**config.mk**
```make
export PLATFORM = sky130hd
export DESIGN_NAME = psipp_cmdq
export DESIGN_NICKNAME = d
export VERILOG_FILES = /design/src/sv/psipp_pkg.sv /design/src/sv/psipp_cmdq.sv
export SDC_FILE = /design/constraint.sdc
export NUM_CORES = 1
export LEC_CHECK = 0
export BUFFER_PORTS_ARGS = -buffer_cell sky130_fd_sc_hd__buf_4
export CORE_MARGIN = 5
export CORE_UTILIZATION = 30
export DETAILED_ROUTE_END_ITERATION = 10
export HOLD_SLACK_MARGIN = 0.12
export PLACE_DENSITY = 0.53
export SYNTH_ARGS = -nofsm -noshare
export SYNTH_HDL_FRONTEND = slang
export SYNTH_SLANG_ARGS = --single-unit
```
**constraint.sdc**
```tcl
create_clock -name clk -period 2 [get_ports clk]
set_input_delay 0.2 -clock clk [delete_from_list [all_inputs] [get_ports clk]]
set_output_delay 0.2 -clock clk [all_outputs]
set_load 0.01 [all_outputs]
```
**src/sv/psipp_pkg.sv**
```systemverilog
// psipp_pkg: types, codes and constants of the psi section parser
// no dependencies; imported by every module of the block
`timescale 1ns / 1ps
`default_nettype none
package psipp_pkg;

  localparam int SECTION_BYTES = 1024;
  localparam int MAX_SERVICES  = 32;
  localparam int SEC_AW  = $clog2(SECTION_BYTES);
  localparam int LEN_W   = $clog2(SECTION_BYTES + 2);
  localparam int SVC_AW  = $clog2(MAX_SERVICES);
  localparam int CNT_W   = 6;
  localparam int IDX_W   = 5;
  localparam int POS_W   = 13;
  localparam int LEFT_W  = 14;
  localparam int KCNT_W  = 3;

  localparam logic [12:0] PID_NONE = 13'h1fff;

  localparam logic [7:0] ST_MPEG1_VIDEO = 8'h01;
  localparam logic [7:0] ST_MPEG2_VIDEO = 8'h02;
  localparam logic [7:0] ST_H264_VIDEO  = 8'h1b;
  localparam logic [7:0] ST_MPEG1_AUDIO = 8'h03;
  localparam logic [7:0] ST_MPEG2_AUDIO = 8'h04;
  localparam logic [7:0] ST_AC3_AUDIO   = 8'h81;
  localparam logic [7:0] ST_EAC3_AUDIO  = 8'h6a;
  localparam logic [7:0] ST_PES_PRIV    = 8'h06;

  localparam logic [1:0] REQ_PAT   = 2'd0;
  localparam logic [1:0] REQ_PMT   = 2'd1;
  localparam logic [1:0] REQ_CLEAR = 2'd2;
  localparam logic [1:0] REQ_READ  = 2'd3;

  localparam logic [2:0] STAT_PARSED  = 3'd0;
  localparam logic [2:0] STAT_REJECT  = 3'd1;
  localparam logic [2:0] STAT_BAD     = 3'd2;
  localparam logic [2:0] STAT_READ    = 3'd3;
  localparam logic [2:0] STAT_CLEARED = 3'd4;

  typedef enum logic [2:0] {
    CMD_PAT,
    CMD_PMT,
    CMD_CLEAR,
    CMD_READ,
    CMD_OVER
  } cmd_kind_t;

  typedef struct packed {
    cmd_kind_t          kind;
    logic [LEN_W-1:0]   len;
    logic [IDX_W-1:0]   idx;
  } cmd_t;

  typedef struct packed {
    logic              en;
    logic [SEC_AW-1:0] addr;
    logic [7:0]        data;
  } sec_wr_t;

  typedef struct packed {
    logic [15:0] program_number;
    logic [12:0] pmt_pid;
    logic [12:0] video_pid;
    logic [12:0] audio_pid;
    logic        video_kind;
    logic        audio_kind;
    logic        pmt_done;
  } svc_t;

  typedef enum logic [3:0] {
    S_IDLE,
    S_HDR_A,
    S_HDR_D,
    S_TBL_A,
    S_TBL_D,
    S_PAT_CHK,
    S_PAT_A,
    S_PAT_D,
    S_PAT_ADD,
    S_PMT_CHK,
    S_PMT_A,
    S_PMT_D,
    S_PMT_USE,
    S_PMT_WR
  } state_t;

  function automatic logic [SEC_AW-1:0] hdr_addr(input logic [KCNT_W-1:0] k);
    logic [SEC_AW-1:0] a;
    case (k)
      3'd0:    a = SEC_AW'(1);
      3'd1:    a = SEC_AW'(2);
      3'd2:    a = SEC_AW'(5);
      3'd3:    a = SEC_AW'(10);
      default: a = SEC_AW'(11);
    endcase
    return a;
  endfunction

endpackage
`default_nettype wire

```
**src/sv/psipp_cmdq.sv**
```systemverilog
// psipp_cmdq: two-entry command queue between front and back
// depends on psipp_pkg
`timescale 1ns / 1ps
`default_nettype none
module psipp_cmdq
  import psipp_pkg::*;
(
  input  wire logic clk,
  input  wire logic rst_n,
  input  wire logic push,
  input  cmd_t      push_cmd,
  input  wire logic pop,
  output cmd_t      head,
  output logic      empty,
  output logic      full
);

  cmd_t       q_r [2];
  logic       wp_r, rp_r;
  logic [1:0] cnt_r;
  logic       do_push, do_pop;

  assign empty   = (cnt_r == 2'd0);
  assign full    = (cnt_r == 2'd2);
  assign head    = q_r[rp_r];
  assign do_push = push && !full;
  assign do_pop  = pop && !empty;

  always_ff @(posedge clk) begin
    if (do_push) begin
      q_r[wp_r] <= push_cmd;
    end
  end

  always_ff @(posedge clk) begin
    if (!rst_n) begin
      wp_r  <= 1'b0;
      rp_r  <= 1'b0;
      cnt_r <= 2'd0;
    end else begin
      if (do_push) wp_r <= !wp_r;
      if (do_pop)  rp_r <= !rp_r;
      cnt_r <= cnt_r + {1'b0, do_push} - {1'b0, do_pop};
    end
  end

endmodule
`default_nettype wire

```
* Yosys cells after proc, flatten, opt, wreduce, memory -nomap -nowiden
Memory sizes are Yosys's and may differ from the RTL's. A register that Yosys moved wholly into a read port is not among the register bits. Cells that the tools add are included.
Word-level totals: memories kept 1, register bits 4, input bits 23, memory bits (writable) 38
Memory list:
- q_r | depth 2, width 19, rd ports 1, clocked after Yosys merged registers in 1, wr ports 1, RTL line psipp_cmdq.sv:18 | cmd_t q_r [2];
Operators by class: multiplexer cells 4, equality and inequality tests 1, reduce and logical (&&, ||, !) cells 7, add/subtract/negate cells 2
Operator list (number):
- $logic_not A1 Y1 | 4
- $mux W1 | 4
- $add A2 B1 Y2 | 1
- $eq A2 B2 Y1 const B | 1
- $logic_and A1 B1 Y1 | 2
- $logic_not A2 Y1 | 1
- $sub A2 B1 Y2 | 1

* Logic depth before layout (Yosys ltp)
word-level depth 5, mapped depth 8

* Worst setup path before layout
Ideal clock, no wire load.
path type reg2reg, start reg cnt_r[0], end mem q_r[0][0] in the netlist's numbering, enable pin, required time 1.605 ns, buffers on the path 0, slack 0.197 ns, stages on the path, launching flop included 4, arrival 1.408 ns, clock period less this slack 1.803 ns, cells stage by stage dfxtp_1 -> nand2b_1 -> nand2_1 -> nor2_1
On the way: longest elaborated chain between the ends 5
RTL lines:
- start, declared | RTL line psipp_cmdq.sv:20 | logic [1:0] cnt_r;
- start signal, assigned | RTL line psipp_cmdq.sv:43 | cnt_r <= cnt_r + {1'b0, do_push} - {1'b0, do_pop};
- $eq A2 B2 Y1 | RTL line psipp_cmdq.sv:24 | assign full = (cnt_r == 2'd2);
- $logic_not A1 Y1 | RTL line psipp_cmdq.sv:26 | assign do_push = push && !full;
- $logic_and A1 B1 Y1 | RTL line psipp_cmdq.sv:26
- $mux W1 | RTL line psipp_cmdq.sv:30 | if (do_push) begin
- $mux W1 (implied by the code) | RTL line psipp_cmdq.sv:31 | q_r[wp_r] <= push_cmd;
- end, declared | RTL line psipp_cmdq.sv:18
Every way passes these cells.

* Worst setup path in the final report
start reg cnt_r[0], end reg cnt_r[1]
On the way: longest elaborated chain between the ends 5
RTL lines (RTL line):
- $eq A2 B2 Y1 | psipp_cmdq.sv:24
- $logic_not A1 Y1 | psipp_cmdq.sv:26
- $logic_and A1 B1 Y1 | psipp_cmdq.sv:26
- $add A2 B1 Y2 | psipp_cmdq.sv:43
- $sub A2 B1 Y2 * | psipp_cmdq.sv:43
Mark *: on every way between the ends. The rest lies on a longest branch, timed or not. A chain may end at the register's enable or synchronous reset.

==> flow_summary.ini <==
[timing]
slew_headroom = 0.872
tightestPinTransition_ps = 192
setup-violations-final = 0
hold_viol = 0
fin_crit_ps = 1720
fmax_mhz = 580
post-route-period-util = 0.862
timing.hold.ws_ps = 146
clock_skew_ps = 10.5
drv_slew = 0
fin_setup_tns_ps = 0
rsz0062_at_grt = no

[global_routing]
grt_pass1_wl_um = 5000
grt_pass1_vias = 1062
antenna_found_initial = 0
grt_use_total = 0.0909
grt_max_degree = 15
grt-ovfl-total = 0

[critical_path]
slowest_delay_ps = 370
cp.required_ps = 2210
rr_startpoint = cnt_r[0]$_SDFF_PN0_
r2r_setup_slack_ps = 280
cp.arrival_ps = 1930
r2r-end = cnt_r[1]$_SDFF_PN0_
cp_cell_sequence = nand2b_1, nand2_1, ha_1, inv_1, ha_1, xor2_1, and2_1, nor3_1
cp-start-kind = register
path_class = register to register
slowest_stage = dfxtp_1
critPathLaunch = cnt_r[0]$_SDFF_PN0_
critPathMostFrequentCell = ha_1
critPathCaptureType = register
crit_end = cnt_r[1]$_SDFF_PN0_
cp_max_fo = 4
reg2reg_depth = 8

[synth]
synth_fp_nets = 111
synth_warnings = 0
synth-seq-area-share = 0.749
synth_most_common_cell = edfxtp_1
syn_inst = 86
ys_ff_latch = 43
synth-edff-count = 38
ys_top_cells_by_count = 38 x edfxtp_1, 10 x mux2_4, 9 x mux2_2, 5 x dfxtp_1, 5 x nor2_1
synth_area_leaders = edfxtp_1 69%, mux2_4 9.1%, mux2_2 6.1%
synthesis.area_um2 = 1660
synth-async-reset-ratio = 0
synth-main-ff-cell = edfxtp_1
synth_cell_types = 18
yosysTopAreaCell = edfxtp_1
avgSynthCellArea_um2 = 19.3
yosysTopAreaCellShare = 0.688

[final_layout]
nNetsFinal = 184
fillers = 497
drive_gt1_frac = 0.481
diodes = 0
area_growth_pct = 44.2

[status]
status = completed

[die]
die_x_um = 84.3
rows = 27
die-area_um2 = 7110
floorplan.initialDensity = 0.305
core_area_um2 = 5440
die_h_um = 84.3
pin_count = 44

[clock_network]
numCtsBuffers = 5
clock_latency_ps = 290
path_clk_slew_ps = 70
cts_buffer_depth = 2
cts-htree-levels = 2
post_cts_buffers = 0
tritoncts = built
cts-root-buf = clkbuf_8
cts.sinks = 43

[power_and_ir_drop]
powerDensity_nw_per_um2 = 1180
p_leak_uw = 0.000962
ir_drop_v = 0.000656

[routing]
ant_nets = 0
vias = 968
routed_via_density = 4.17
first_pass_iters = 3
detail_route.iter0.violations = 19
drc_errors = 0
wl_per_cell_um = 13.1
wl_um = 3050

[job]
cap_violations = 0

[placement]
place.gp.congestion = 0.706
io_buffers = 43

[min_path]
hp-class = input pin to register
==> how the worst min path moves through the flow <==
stage                             from              endpoint  slack (ps)  cells past startpoint
after detailed placement  push_cmd[12]  q_r[0][12]$_DFFE_PP_         390                      1
after floorplan            push_cmd[0]   q_r[0][0]$_DFFE_PP_         300                      0
final                            rst_n   cnt_r[0]$_SDFF_PN0_         150                      2
after global placement     push_cmd[9]   q_r[0][9]$_DFFE_PP_         390                      1
after global routing             rst_n   cnt_r[0]$_SDFF_PN0_         150                      2
after CTS                        rst_n   cnt_r[0]$_SDFF_PN0_         140                      2
==> per-layer routing <==
layer | wire, µm | up-vias | track usage
met2 | 1550 | 34 | 0.159
met4 | 29 | 0 | 0.0259
met1 | 1260 | 466 | 0.100
li1 | - | 464 | -
met3 | 213 | 4 | 0.0402
met5 | 0 | - | 0
==> worst max-delay path, delay by kind of cell, from the launching register on <==
kind	cells	cell delay, ps
adder cells (fa/ha/maj)	2	490
XOR/XNOR	1	150
AND/OR/NAND/NOR	4	600
buffers and inverters	1	40
flip-flops	1	370
==> registers in the layout (all words and copies together), names as in the netlist, named ones only <==
name,flops
wp_r,1
rp_r,1
cnt_r,2
q_r,38
==> layout by cell type (no fill, tap or decap), drive strengths merged <==
master       synthesis  routed
and3                 1       1
ha                   2       2
xnor2                1       1
mux2                19      19
bufinv               0       1
inv                  3       3
nand2                2       2
nand2b               2       2
clkinv               0       2
dfxtp                5       5
edfxtp              38      38
clkbuf               0       5
nor3                 1       1
nor2                 5       5
xor2                 1       1
buf                  2      49
mux2i                1       1
o21a                 1       1
and2                 2       2
dlygate4sd3          0      19
==> cell type report <==
cell class                 instances  area, µm²  share of cell area
sequential                        43       1240               0.519
timing repair buffer              68        558               0.234
multi-input combinational         38        377               0.158
tap                               72       90.1              0.0377
clock buffer                       5       68.8              0.0288
clock inverter                     3       43.8              0.0183
inverter                           3       11.3             0.00471
==> timing repair <==
| action | 4_1_cts | 5_1_grt |
|---|---|---|
| hold buffers | 19 | 0 |
| gates resized for setup | 0 | 0 |
| endpoints found under the hold margin | 38 | 0 |
==> stage by stage <==
step / cell area (µm²) / instances / util / total power (µW) / setup slack (ps)
after floorplan: 1660 / 86 / - / 1790 / 197
after global placement: 2090 / 205 / 0.384 / 2150 / 442
after CTS: 2390 / 232 / 0.439 / 2880 / 266
after global routing: 2390 / 232 / 0.439 / 2990 / 115
final: 2390 / 232 / 0.439 / 2820 / 275
after detailed placement: 2090 / 205 / 0.384 / 2180 / 280
==> power breakdown <==
group	switching [µW]	internal, µW	total (µW)
clock network	290	372	661
registers	55.4	1160	1220
logic	412	529	941
==> logic make-up after synthesis <==
family | share of synthesized area
muxes | 0.158
buffers and inverters | 0.0257
xor gates and xnor gates | 0.0106
AOI/OAI and AO/OA | 0.00453
and+or+nand+nor | 0.0377
adders and majority gates | 0.0151
DFF | 0.749
No activity file was read; power rests on OpenSTA's default activity.
