`src/sv/psipp_pkg.sv`:
```
// psipp_pkg: types, codes and constants of the psi section parser
// no dependencies; imported by every module of the block
`timescale 1ns / 1ps
`default_nettype none
package psipp_pkg;

  localparam int SECTION_BYTES = 1024;
  localparam int MAX_SERVICES  = 32;
  localparam int SEC_AW  = $clog2(SECTION_BYTES);
  localparam int LEN_W   = $clog2(SECTION_BYTES + 2);
  localparam int SVC_AW  = $clog2(MAX_SERVICES);
  localparam int CNT_W   = 6;
  localparam int IDX_W   = 5;
  localparam int POS_W   = 13;
  localparam int LEFT_W  = 14;
  localparam int KCNT_W  = 3;

  localparam logic [12:0] PID_NONE = 13'h1fff;

  localparam logic [7:0] ST_MPEG1_VIDEO = 8'h01;
  localparam logic [7:0] ST_MPEG2_VIDEO = 8'h02;
  localparam logic [7:0] ST_H264_VIDEO  = 8'h1b;
  localparam logic [7:0] ST_MPEG1_AUDIO = 8'h03;
  localparam logic [7:0] ST_MPEG2_AUDIO = 8'h04;
  localparam logic [7:0] ST_AC3_AUDIO   = 8'h81;
  localparam logic [7:0] ST_EAC3_AUDIO  = 8'h6a;
  localparam logic [7:0] ST_PES_PRIV    = 8'h06;

  localparam logic [1:0] REQ_PAT   = 2'd0;
  localparam logic [1:0] REQ_PMT   = 2'd1;
  localparam logic [1:0] REQ_CLEAR = 2'd2;
  localparam logic [1:0] REQ_READ  = 2'd3;

  localparam logic [2:0] STAT_PARSED  = 3'd0;
  localparam logic [2:0] STAT_REJECT  = 3'd1;
  localparam logic [2:0] STAT_BAD     = 3'd2;
  localparam logic [2:0] STAT_READ    = 3'd3;
  localparam logic [2:0] STAT_CLEARED = 3'd4;

  typedef enum logic [2:0] {
    CMD_PAT,
    CMD_PMT,
    CMD_CLEAR,
    CMD_READ,
    CMD_OVER
  } cmd_kind_t;

  typedef struct packed {
    cmd_kind_t          kind;
    logic [LEN_W-1:0]   len;
    logic [IDX_W-1:0]   idx;
  } cmd_t;

  typedef struct packed {
    logic              en;
    logic [SEC_AW-1:0] addr;
    logic [7:0]        data;
  } sec_wr_t;

  typedef struct packed {
    logic [15:0] program_number;
    logic [12:0] pmt_pid;
    logic [12:0] video_pid;
    logic [12:0] audio_pid;
    logic        video_kind;
    logic        audio_kind;
    logic        pmt_done;
  } svc_t;

  typedef enum logic [3:0] {
    S_IDLE,
    S_HDR_A,
    S_HDR_D,
    S_TBL_A,
    S_TBL_D,
    S_PAT_CHK,
    S_PAT_A,
    S_PAT_D,
    S_PAT_ADD,
    S_PMT_CHK,
    S_PMT_A,
    S_PMT_D,
    S_PMT_USE,
    S_PMT_WR
  } state_t;

  function automatic logic [SEC_AW-1:0] hdr_addr(input logic [KCNT_W-1:0] k);
    logic [SEC_AW-1:0] a;
    case (k)
      3'd0:    a = SEC_AW'(1);
      3'd1:    a = SEC_AW'(2);
      3'd2:    a = SEC_AW'(5);
      3'd3:    a = SEC_AW'(10);
      default: a = SEC_AW'(11);
    endcase
    return a;
  endfunction

endpackage
`default_nettype wire

```
`src/sv/psipp_front.sv`:
```
// psipp_front: takes words, counts section bytes and queues parse commands
// depends on psipp_pkg
`timescale 1ns / 1ps
`default_nettype none
module psipp_front
  import psipp_pkg::*;
(
  input  wire logic             clk,
  input  wire logic             rst_n,
  input  wire logic             start,
  output logic                  busy,
  input  wire logic [1:0]       in_req_type,
  input  wire logic [7:0]       in_data_byte,
  input  wire logic             in_last_byte,
  input  wire logic [IDX_W-1:0] in_service_index,
  input  wire logic             q_empty,
  input  wire logic             q_full,
  input  wire logic             back_busy,
  output logic                  push,
  output cmd_t                  push_cmd,
  output sec_wr_t               sec_wr
);

  logic [LEN_W-1:0] rcv_r, rcv_nxt;
  logic             take;
  logic [LEN_W-1:0] len_now;

  assign busy = !q_empty || q_full || back_busy;
  assign take = start && !busy;

  always_comb begin
    rcv_nxt       = rcv_r;
    push          = 1'b0;
    push_cmd.kind = CMD_CLEAR;
    push_cmd.len  = rcv_r;
    push_cmd.idx  = in_service_index;
    sec_wr.en     = 1'b0;
    sec_wr.addr   = rcv_r[SEC_AW-1:0];
    sec_wr.data   = in_data_byte;
    len_now       = LEN_W'(SECTION_BYTES + 1);
    if (take) begin
      case (in_req_type)
        REQ_CLEAR: begin
          push          = 1'b1;
          push_cmd.kind = CMD_CLEAR;
        end
        REQ_READ: begin
          push          = 1'b1;
          push_cmd.kind = CMD_READ;
        end
        default: begin
          if (rcv_r < LEN_W'(SECTION_BYTES)) begin
            sec_wr.en = 1'b1;
            len_now   = rcv_r + LEN_W'(1);
          end
          rcv_nxt = len_now;
          if (in_last_byte) begin
            rcv_nxt      = '0;
            push         = 1'b1;
            push_cmd.len = len_now;
            if (len_now > LEN_W'(SECTION_BYTES)) begin
              push_cmd.kind = CMD_OVER;
            end else if (in_req_type == REQ_PAT) begin
              push_cmd.kind = CMD_PAT;
            end else begin
              push_cmd.kind = CMD_PMT;
            end
          end
        end
      endcase
    end
  end

  always_ff @(posedge clk) begin
    if (!rst_n) begin
      rcv_r <= '0;
    end else begin
      rcv_r <= rcv_nxt;
    end
  end

endmodule
`default_nettype wire

```
`config.mk`:
```
export PLATFORM = sky130hd
export DESIGN_NAME = psipp_front
export DESIGN_NICKNAME = d
export VERILOG_FILES = /design/src/sv/psipp_pkg.sv /design/src/sv/psipp_front.sv
export SDC_FILE = /design/constraint.sdc
export NUM_CORES = 1
export LEC_CHECK = 0
export BUFFER_PORTS_ARGS = -buffer_cell sky130_fd_sc_hd__buf_2
export CAP_MARGIN = 30
export CORE_AREA = 2 2 78 43
export DETAILED_ROUTE_END_ITERATION = 16
export DIE_AREA = 0 0 80 45
export MAX_ROUTING_LAYER = met4
export PLACE_DENSITY = 0.76
export REMOVE_ABC_BUFFERS = 1
export SYNTH_ARGS = -nofsm -noshare
export SYNTH_HDL_FRONTEND = slang
export SYNTH_SLANG_ARGS = --single-unit
```
`constraint.sdc`:
```
create_clock -name clk -period 2.3 [get_ports clk]
set_input_delay 0.345 -clock clk [delete_from_list [all_inputs] [get_ports clk]]
set_output_delay 0.345 -clock clk [all_outputs]
set_load 0.005 [all_outputs]
```
# --- After elaboration in Yosys (flattened, before gate mapping) ---
# Cells that the tools add are included.
totals:
  regBits: 11
  input_bits: 22
  out_inout_bits: 40
op_classes:
  n_addsub: 1
  n_lt_le_gt_ge: 2
  n_eq_ne: 2
  n_mux: 16
  bitwise: 1
  reduce_logical: 8
ops:
  columns: ["cell", "count"]
  rows:
  - ["11-bit two-way mux", 5]
  - ["14-bit two-way mux", 2]
  - ["11-bit by 1-bit adder with 11-bit output (second input constant)", 1]
  - ["11-bit > comparator (second input constant)", 1]
  - ["11-bit < comparator (second input constant)", 1]
  - ["1-bit two-way mux", 7]
  - ["3-bit one-hot mux with 2 select lines", 1]
  - ["2-bit equality test (second input constant)", 2]
  - ["3-bit two-way mux", 1]
  - ["1-bit logical NOT", 2]
  - ["2-bit logical NOT", 1]
  - ["1-bit logical OR", 2]
  - ["2-bit AND reduction", 1]
  - ["2-bit OR reduction", 1]
  - ["1-bit logical AND", 1]
  - ["1-bit inverter", 1]

# --- Longest topological paths before layout ---
# Gate-level depths: netlist of run 1.
logic_depth:
  word_depth: 11
  ltp_mapped: 7
  ltp_nobuf: 6

# --- Worst setup path before layout of run 1 ---
# Ideal clock, no wire load.
synth_path:
  path_kind: "register to output"
  start: "register rcv_r[1]"
  end: "output push_cmd[16] (netlist name)"
  t_arrival_ns: 1.604
  required_time_ns: 1.955
  setup_slack_ns: 0.351
  stages_incl_launch_ff: 8
  path_cell_list: "dfxtp_1 ha_1 buf_4 and4_4 nand4_1 mux2i_1 nand4_1 a21oi_1"
synth_lines:
  columns: ["item", "line_no", "rtl"]
  rows:
  - ["start, declared", "psipp_front.sv:24", "logic [LEN_W-1:0] rcv_r, rcv_nxt;"]
  - ["start signal, assigned", "psipp_front.sv:78", "rcv_r <= rcv_nxt;"]
  - ["end, declared", "psipp_front.sv:20", "output cmd_t push_cmd,"]

==> results.tsv, run 1 <==
stage	metric	value	unit
drt	DR vias	1224	
finish	share of cells above drive strength 1	35.71	%
pwr	clock power share	47.5	%
floorplan	IO Pins	62	
setup_path	Worst R2R Path Depth	7	
clock_tree	H-tree depth	1	
drt	antenna-violating nets left	0	
global_routing	GRT Overall Usage	19.34	%
pwr	Design Power	424.1	uW
synthesis	Ys Warns	0	
place	dpl ws	232.9	ps
drt	First DRT Iteration DRCs	62	
flow_run	MaxCap Viol Count	0	
clock_tree	Clock Latency Late Sink	240	ps
finish	Area Overhead vs Synth	8.511	%
global_routing	initial antenna violation count	0	
timing	f_max	445.0	MHz
synthesis	flops & latches, synth	11	
global_routing	vias in the first global route	1009	
timing	final worst setup slack	52.81	ps
floorplan	Core ar.	2873	um2
timing	final clock skew	4.231	ps
floorplan	Initial Util	42.99	%
timing	ratio of final minimum period to clock period	97.70	%
setup_path	reg2reg end	rcv_r[8]	
synthesis	Post-synth EDFFs	0	
synthesis	post-synthesis sequential area ratio	17.83	%
timing	Slew HR	59.92	%
pwr	Logic pwr share	7.4	%
timing	final max-slew violation count	0	
synthesis	Synth area leaders	dfxtp_1, buf_4, nor2_1	
setup_path	CP Class	flip-flop to output pin	
finish	Fill cells	307	
clock_tree	Reg clk slew, reported paths	50	ps
pwr	Pint	327.5	uW
global_routing	first-pass GRT wire length	5.147	mm
timing	Final setup viols	0	
synthesis	Avg Inst Size Synth	7.222	um2
min_path	Hold Path Sink	rcv_r[10]	
global_routing	global route overflow	0	
min_path	hold wc startpoint	rst_n	
finish	largest reg by FF count	rcv_r	
clock_tree	Post-CTS Hold Fix Bufs	0	
setup_path	R2R setup slack	660	ps
timing	Final Hold Fails	0	
synthesis	cells after synthesis	171	
finish	fin nets	206	
setup_path	RR Startpoint	rcv_r[0]	
floorplan	DIE WIDTH	80	um
setup_path	worst-path fanout max	11	
place	Placer Congestion	0.8713	
timing	worst hold margin	421.0	ps
finish	max reg flops	11	
min_path	HP Class	input port to flip-flop	
clock_tree	clock sinks	11	
pwr	switching pwr	96.52	uW
pwr	Seq pwr share	45.1	%
pwr	static leakage	0.0005739	uW
timing	RSZ-0062 raised after global routing	true	
pwr	switching power share of the total	22.76	%
timing	worst-margin pin slew	601.3	ps
clock_tree	CTS Buf Count	3	
synthesis	Synth top area share	17.83	%
clock_tree	clk buf depth	2	
drt	Pre-Repair DR Iteration Count	4	
drt	DRC viols	0	
synthesis	distinct cell type count after synthesis	42	
status	status	complete, no violations	
drt	Via density	5.514	
finish	biggest regs	rcv_r (11)	
setup_path	Worst Path Arrival	1900	ps
clock_tree	CTS tree	yes	
floorplan	die footprint	3600	um2
place	hpwl dp	2.489	mm
synthesis	cell area after synthesis	1235	um2
timing	post-layout min period	2247	ps
setup_path	crit end category	output pin	
floorplan	Row Count	14	
drt	Post-Route WL	3.307	mm
synthesis	Async S/R FF share, synth	0	%
synthesis	Top FF cell, synth	dfxtp_1	
finish	ANT cells	0	
drt	drt wl/cell	14.90	um
place	IO Port Bufs	35	
min_path	hold depth	3	
floorplan	die height	45	um
setup_path	CP startpoint kind	flip-flop	
synthesis	area leader, netlist	dfxtp_1	
global_routing	largest net degree at the start of global routing	20	
clock_tree	clock root buffer	clkbuf_8	
pwr	Power Dens Cells	316.5	nW/um2
pwr	peak supply drop	0.1543	mV
setup_path	Crit path required time	1960	ps
[metrics by stage]
step / area, um2 / setup TNS, ps / utilization [%] / instances
6_report: 1340 / 0 / 46.65 / 222
3_3_place_gp: 1274 / 0 / 44.34 / 217
2_1_floorplan: 988.4 / 0 / - / 134
4_1_cts: 1319 / 0 / 45.91 / 221
5_1_grt: 1340 / -186.2 / 46.65 / 222
3_5_place_dp: 1274 / 0 / 44.34 / 217
[cells in the final DEF (no fill, tap or decap), types with 5 or more instances in the layout]
master | netlist | final
nand2_1 | 14 | 14
o21ai_1 | 10 | 10
nor2_1 | 17 | 17
o31ai_2 | 5 | 5
buf_4 | 25 | 9
nor2b_1 | 7 | 7
a21oi_1 | 10 | 10
buf_2 | 5 | 35
o21ai_0 | 7 | 7
dfxtp_1 | 11 | 8
[cell usage after synthesis (4+ instances only)]
| cell type | count |
|---|---|
| a21oi_1 | 10 |
| and3_1 | 4 |
| buf_2 | 5 |
| buf_4 | 25 |
| clkbuf_1 | 6 |
| dfxtp_1 | 11 |
| nand2_1 | 14 |
| nor2_1 | 17 |
| nor2b_1 | 7 |
| nor3_1 | 4 |
| nor3b_1 | 4 |
| o21ai_0 | 7 |
| o21ai_1 | 10 |
| o31ai_1 | 4 |
| o31ai_2 | 5 |
[cell type report]
cell class,count,area (um2),share of cell area [%]
multi-input cells,121,770.7,57.52
flip-flops and latches,11,224.0,16.71
repair buffers,44,242.7,18.11
clock buffers,4,45.04,3.361
inverters,2,7.507,0.5602
well taps,40,50.05,3.735
[kinds of logic after synthesis]
family	Yosys count	synth area share (%)
AO/OA/AOI/OAI	41	21.89
XOR/XNOR	3	2.128
multiplexers	2	1.621
flip-flops	11	17.83
AND/OR/NAND/NOR	74	34.95
adder cells (fa/ha/maj)	1	1.013
buffers and inverters	39	20.57
[worst max-delay path, stage by stage, from the launching register on]
cell and delay [ps]:
dfxtp_1 340, buf_4 180, nand3_2 160, nor3_4 230, mux2i_1 270, nand4_1 170, nor3b_1 180, buf_2 130
[routing by layer]
layer | GRT usage, % | vias up | wire length, um
met5 | - | - | 0
met4 | 2.034 | 0 | 11
met3 | 9.800 | 3 | 371
met2 | 24.00 | 59 | 1254
met1 | 28.00 | 565 | 1669
li1 | - | 597 | -
[power by group through the flow]
stage	registers (uW)	logic [uW]	clock network (uW)
2_1_floorplan	195	12.8	0
3_3_place_gp	195	30.7	0
3_5_place_dp	195	31.1	0
4_1_cts	191	31.2	206
5_1_grt	191	34.6	220
6_report	191	31.5	202
[how the worst max path moves through the flow]
| stage | start | end | slack, ps | depth (start not counted) |
|---|---|---|---|---|
| finish | rcv_r[0] | push_cmd[18] | 50 | 7 |
| global route | rcv_r[0] | push_cmd[16] | -100 | 7 |
| CTS | rcv_r[3] | push_cmd[16] | 5 | 6 |
| detailed placement | back_busy | push_cmd[11] | 230 | 6 |
| global placement | back_busy | push_cmd[11] | 260 | 6 |
| floorplan | rcv_r[0] | push_cmd[16] | 250 | 6 |
[repair_timing]
item                       4_1_cts  5_1_grt
resized for setup                0        5
setup buffers                    0        1
hold endpoints to repair         0        0
setup endpoints to repair        0        4
No activity file was read; power rests on OpenSTA's default activity.
==> run 2: changes to the inputs <==
--- a/config.mk
+++ b/config.mk
@@ -7,9 +7,9 @@
 export LEC_CHECK = 0
 export BUFFER_PORTS_ARGS = -buffer_cell sky130_fd_sc_hd__buf_2
 export CAP_MARGIN = 30
-export CORE_AREA = 2 2 78 43
+export CORE_AREA = 2 2 56 58
 export DETAILED_ROUTE_END_ITERATION = 16
-export DIE_AREA = 0 0 80 45
+export DIE_AREA = 0 0 58 60
 export MAX_ROUTING_LAYER = met4
 export PLACE_DENSITY = 0.76
 export REMOVE_ABC_BUFFERS = 1
==> constraint.sdc (replaced) <==
create_clock -name clk -period 2.3 [get_ports clk]
set_input_delay 0.345 -clock clk [delete_from_list [all_inputs] [get_ports clk]]
set_output_delay 0.345 -clock clk [all_outputs]
set_load 0.01 [all_outputs]
==> run 2 against run 1 <==
Effect of this change: critical endpoint unchanged; critical path depth unchanged; sequential share of layout area is 0.093 points higher; largest cell class unchanged; via count down 0.74%; critical path type unchanged; fmax is 0.67% higher; sequential cell count unchanged; highest routed layer unchanged; global-route usage is 0.26 points higher; sequential power hardly changed; cell count fell by 2.7%.
==> results.tsv, run 2 (synthesis gave the netlist of run 1 again) <==
stage	metric	value	unit	change
setup_path	worst-path fanout max	5		-6
pwr	static leakage	0.0005732	uW	-0.12%
clock_tree	clock sinks	11		unchanged
pwr	peak supply drop	0.2129	mV	+38%
finish	multi-input logic area	795.8	um2	+3.2%
floorplan	die footprint	3480	um2	-3.3%
global_routing	initial antenna violation count	0		unchanged
timing	Slew HR	57.67	%	-2.2 points
clock_tree	H-tree depth	1		unchanged
finish	Register Area	226.5	um2	+1.1%
timing	RSZ-0062 raised after global routing	true		
pwr	switching power share of the total	26.14	%	+3.4 points
finish	Area Overhead vs Synth	9.118	%	
status	status	complete, no violations		
finish	commonest cells after routing, fill and taps aside	buf_2, nor2_1, nand2_1, o21ai_1		
timing	ratio of final minimum period to clock period	97.06	%	-0.65 points
floorplan	die height	60	um	+33%
floorplan	Core ar.	2903	um2	+1.0%
drt	Via density	5.625		+2.0%
place	Post-DP Area	1272	um2	about the same
pwr	switching pwr	96.43	uW	about the same
finish	largest reg by FF count	rcv_r		
clock_tree	CTS tree	yes		
clock_tree	Clock Latency Late Sink	280	ps	+40 ps
clock_tree	clk buf depth	2		unchanged
setup_path	CP Class	flip-flop to output pin		
place	IO Port Bufs	35		unchanged
timing	Final setup viols	0		unchanged
floorplan	DIE WIDTH	58	um	-28%
finish	max reg flops	11		unchanged
timing	Final Hold Fails	0		unchanged
clock_tree	CTS Buf Count	3		unchanged
global_routing	first-pass GRT wire length	5.078	mm	-1.3%
timing	post-layout min period	2232	ps	-14.87 ps
setup_path	RR Startpoint	rcv_r[10]		
pwr	clock power share	39.6	%	-7.9 points
setup_path	crit end category	output pin		
place	Placer Congestion	0.7628		-12%
place	hpwl dp	2.194	mm	-12%
timing	final max-slew violation count	0		unchanged
pwr	Seq pwr share	51.7	%	+6.6 points
drt	First DRT Iteration DRCs	49		-21%
setup_path	Crit path required time	1960	ps	about the same
setup_path	Setup crit start	rcv_r[0]		
pwr	Pint	272.5	uW	-17%
flow_run	MaxCap Viol Count	0		unchanged
setup_path	Worst Path Arrival	1890	ps	about the same
finish	most common cell after layout, fill and taps aside	buf_2		
drt	Post-Route WL	3.051	mm	-7.7%
clock_tree	Reg clk slew, reported paths	80	ps	+30 ps
global_routing	global route overflow	0		unchanged
finish	share of cells above drive strength 1	38.25	%	+2.5 points
min_path	hold wc startpoint	rst_n		
global_routing	vias in the first global route	1041		+3.2%
finish	ANT cells	0		unchanged
drt	DR vias	1215		-0.74%
timing	worst-margin pin slew	634.9	ps	+33.67 ps
timing	f_max	448.0	MHz	+0.67%
drt	Pre-Repair DR Iteration Count	4		unchanged
global_routing	GRT Overall Usage	19.60	%	+0.26 points
clock_tree	clock root buffer	clkbuf_4		
min_path	HP Class	input port to flip-flop		
drt	DRC viols	0		unchanged
finish	biggest regs	rcv_r (11)		
pwr	Power Dens Cells	273.8	nW/um2	-13%
timing	Setup TNS	0	ps	unchanged
floorplan	Row Count	20		+6
pwr	Logic pwr share	8.8	%	+1.4 points
global_routing	largest net degree at the start of global routing	17		-15%
setup_path	CP startpoint kind	flip-flop		
finish	fin nets	207		+0.49%
floorplan	IO Pins	62		unchanged
finish	Fill cells	311		+1.3%
drt	drt wl/cell	14.13	um	-5.2%
drt	antenna-violating nets left	0		unchanged
timing	final clock skew	2.964	ps	-1.267 ps
finish	fin area	1348	um2	+0.56%
floorplan	Initial Util	42.54	%	-0.44 points
## run 2: cell count changes in the layout (fill, tap and decap cells not counted), sizes merged
cell | previous run | this run
buf | 44 | 45
## run 2: repair_timing
item / 4_1_cts / 5_1_grt
setup endpoints to repair: 2 / 2
resized for setup: 4 / 8
hold buffers: 0 / 0
setup buffers: 0 / 1
pin swaps: 0 / 5
## run 2: area by class of cell
cell class | count | share of cell area [%]
multi-input cells | 121 | 59.05
repair buffers | 45 | 18.57
flip-flops and latches | 11 | 16.81
well taps | 33 | 3.064
clock buffers | 4 | 1.950
inverters | 2 | 0.5571
## run 2: power by group through the flow
stage	combinational, uW	sequential (uW)	clock [uW]
after global routing	36.1	191	155
final	32.3	191	146
after floorplan	13.6	196	0
after CTS	32.0	191	150
after global placement	31.6	195	0
after detailed placement	31.9	195	0
## run 2: stage by stage
stage / setup slack [ps] / hold WS (ps) / instances / util [%] / total power [uW]
floorplan: 132.4 / 458.8 / 134 / - / 209.2
global placement: 210.9 / 607.3 / 211 / 43.84 / 226.7
detailed placement: 204.7 / 618.0 / 211 / 43.84 / 227.0
CTS: 7.833 / 378.3 / 215 / 45.13 / 372.7
global route: -55.14 / 412.7 / 216 / 46.42 / 381.5
finish: 67.68 / 375.9 / 216 / 46.42 / 368.9
## run 2: worst max-delay path: stages (launching register included)
cell and delay [ps]:
dfxtp_2 360, ha_4 130, and4_4 250, nand4_1 120, mux2i_2 270, nand4_1 160, nor3b_2 180, buf_2 140
## run 2: worst paths after layout
check | slack (ps) | cells after the start | endpoint
max reg2reg | 810 | 3 | rcv_r[6]
max | 70 | 7 | push_cmd[18]
min reg2reg | 560 | 2 | rcv_r[6]
min | 380 | 3 | rcv_r[10]
## run 2: routing by layer
metal / vias up / routed length [um] / GRT usage (%)
met1: 560 / 1441 / 26.18
met5: - / 0 / -
li1: 602 / - / -
met4: 0 / 25 / 4.983
met3: 3 / 256 / 7.576
met2: 50 / 1327 / 27.60
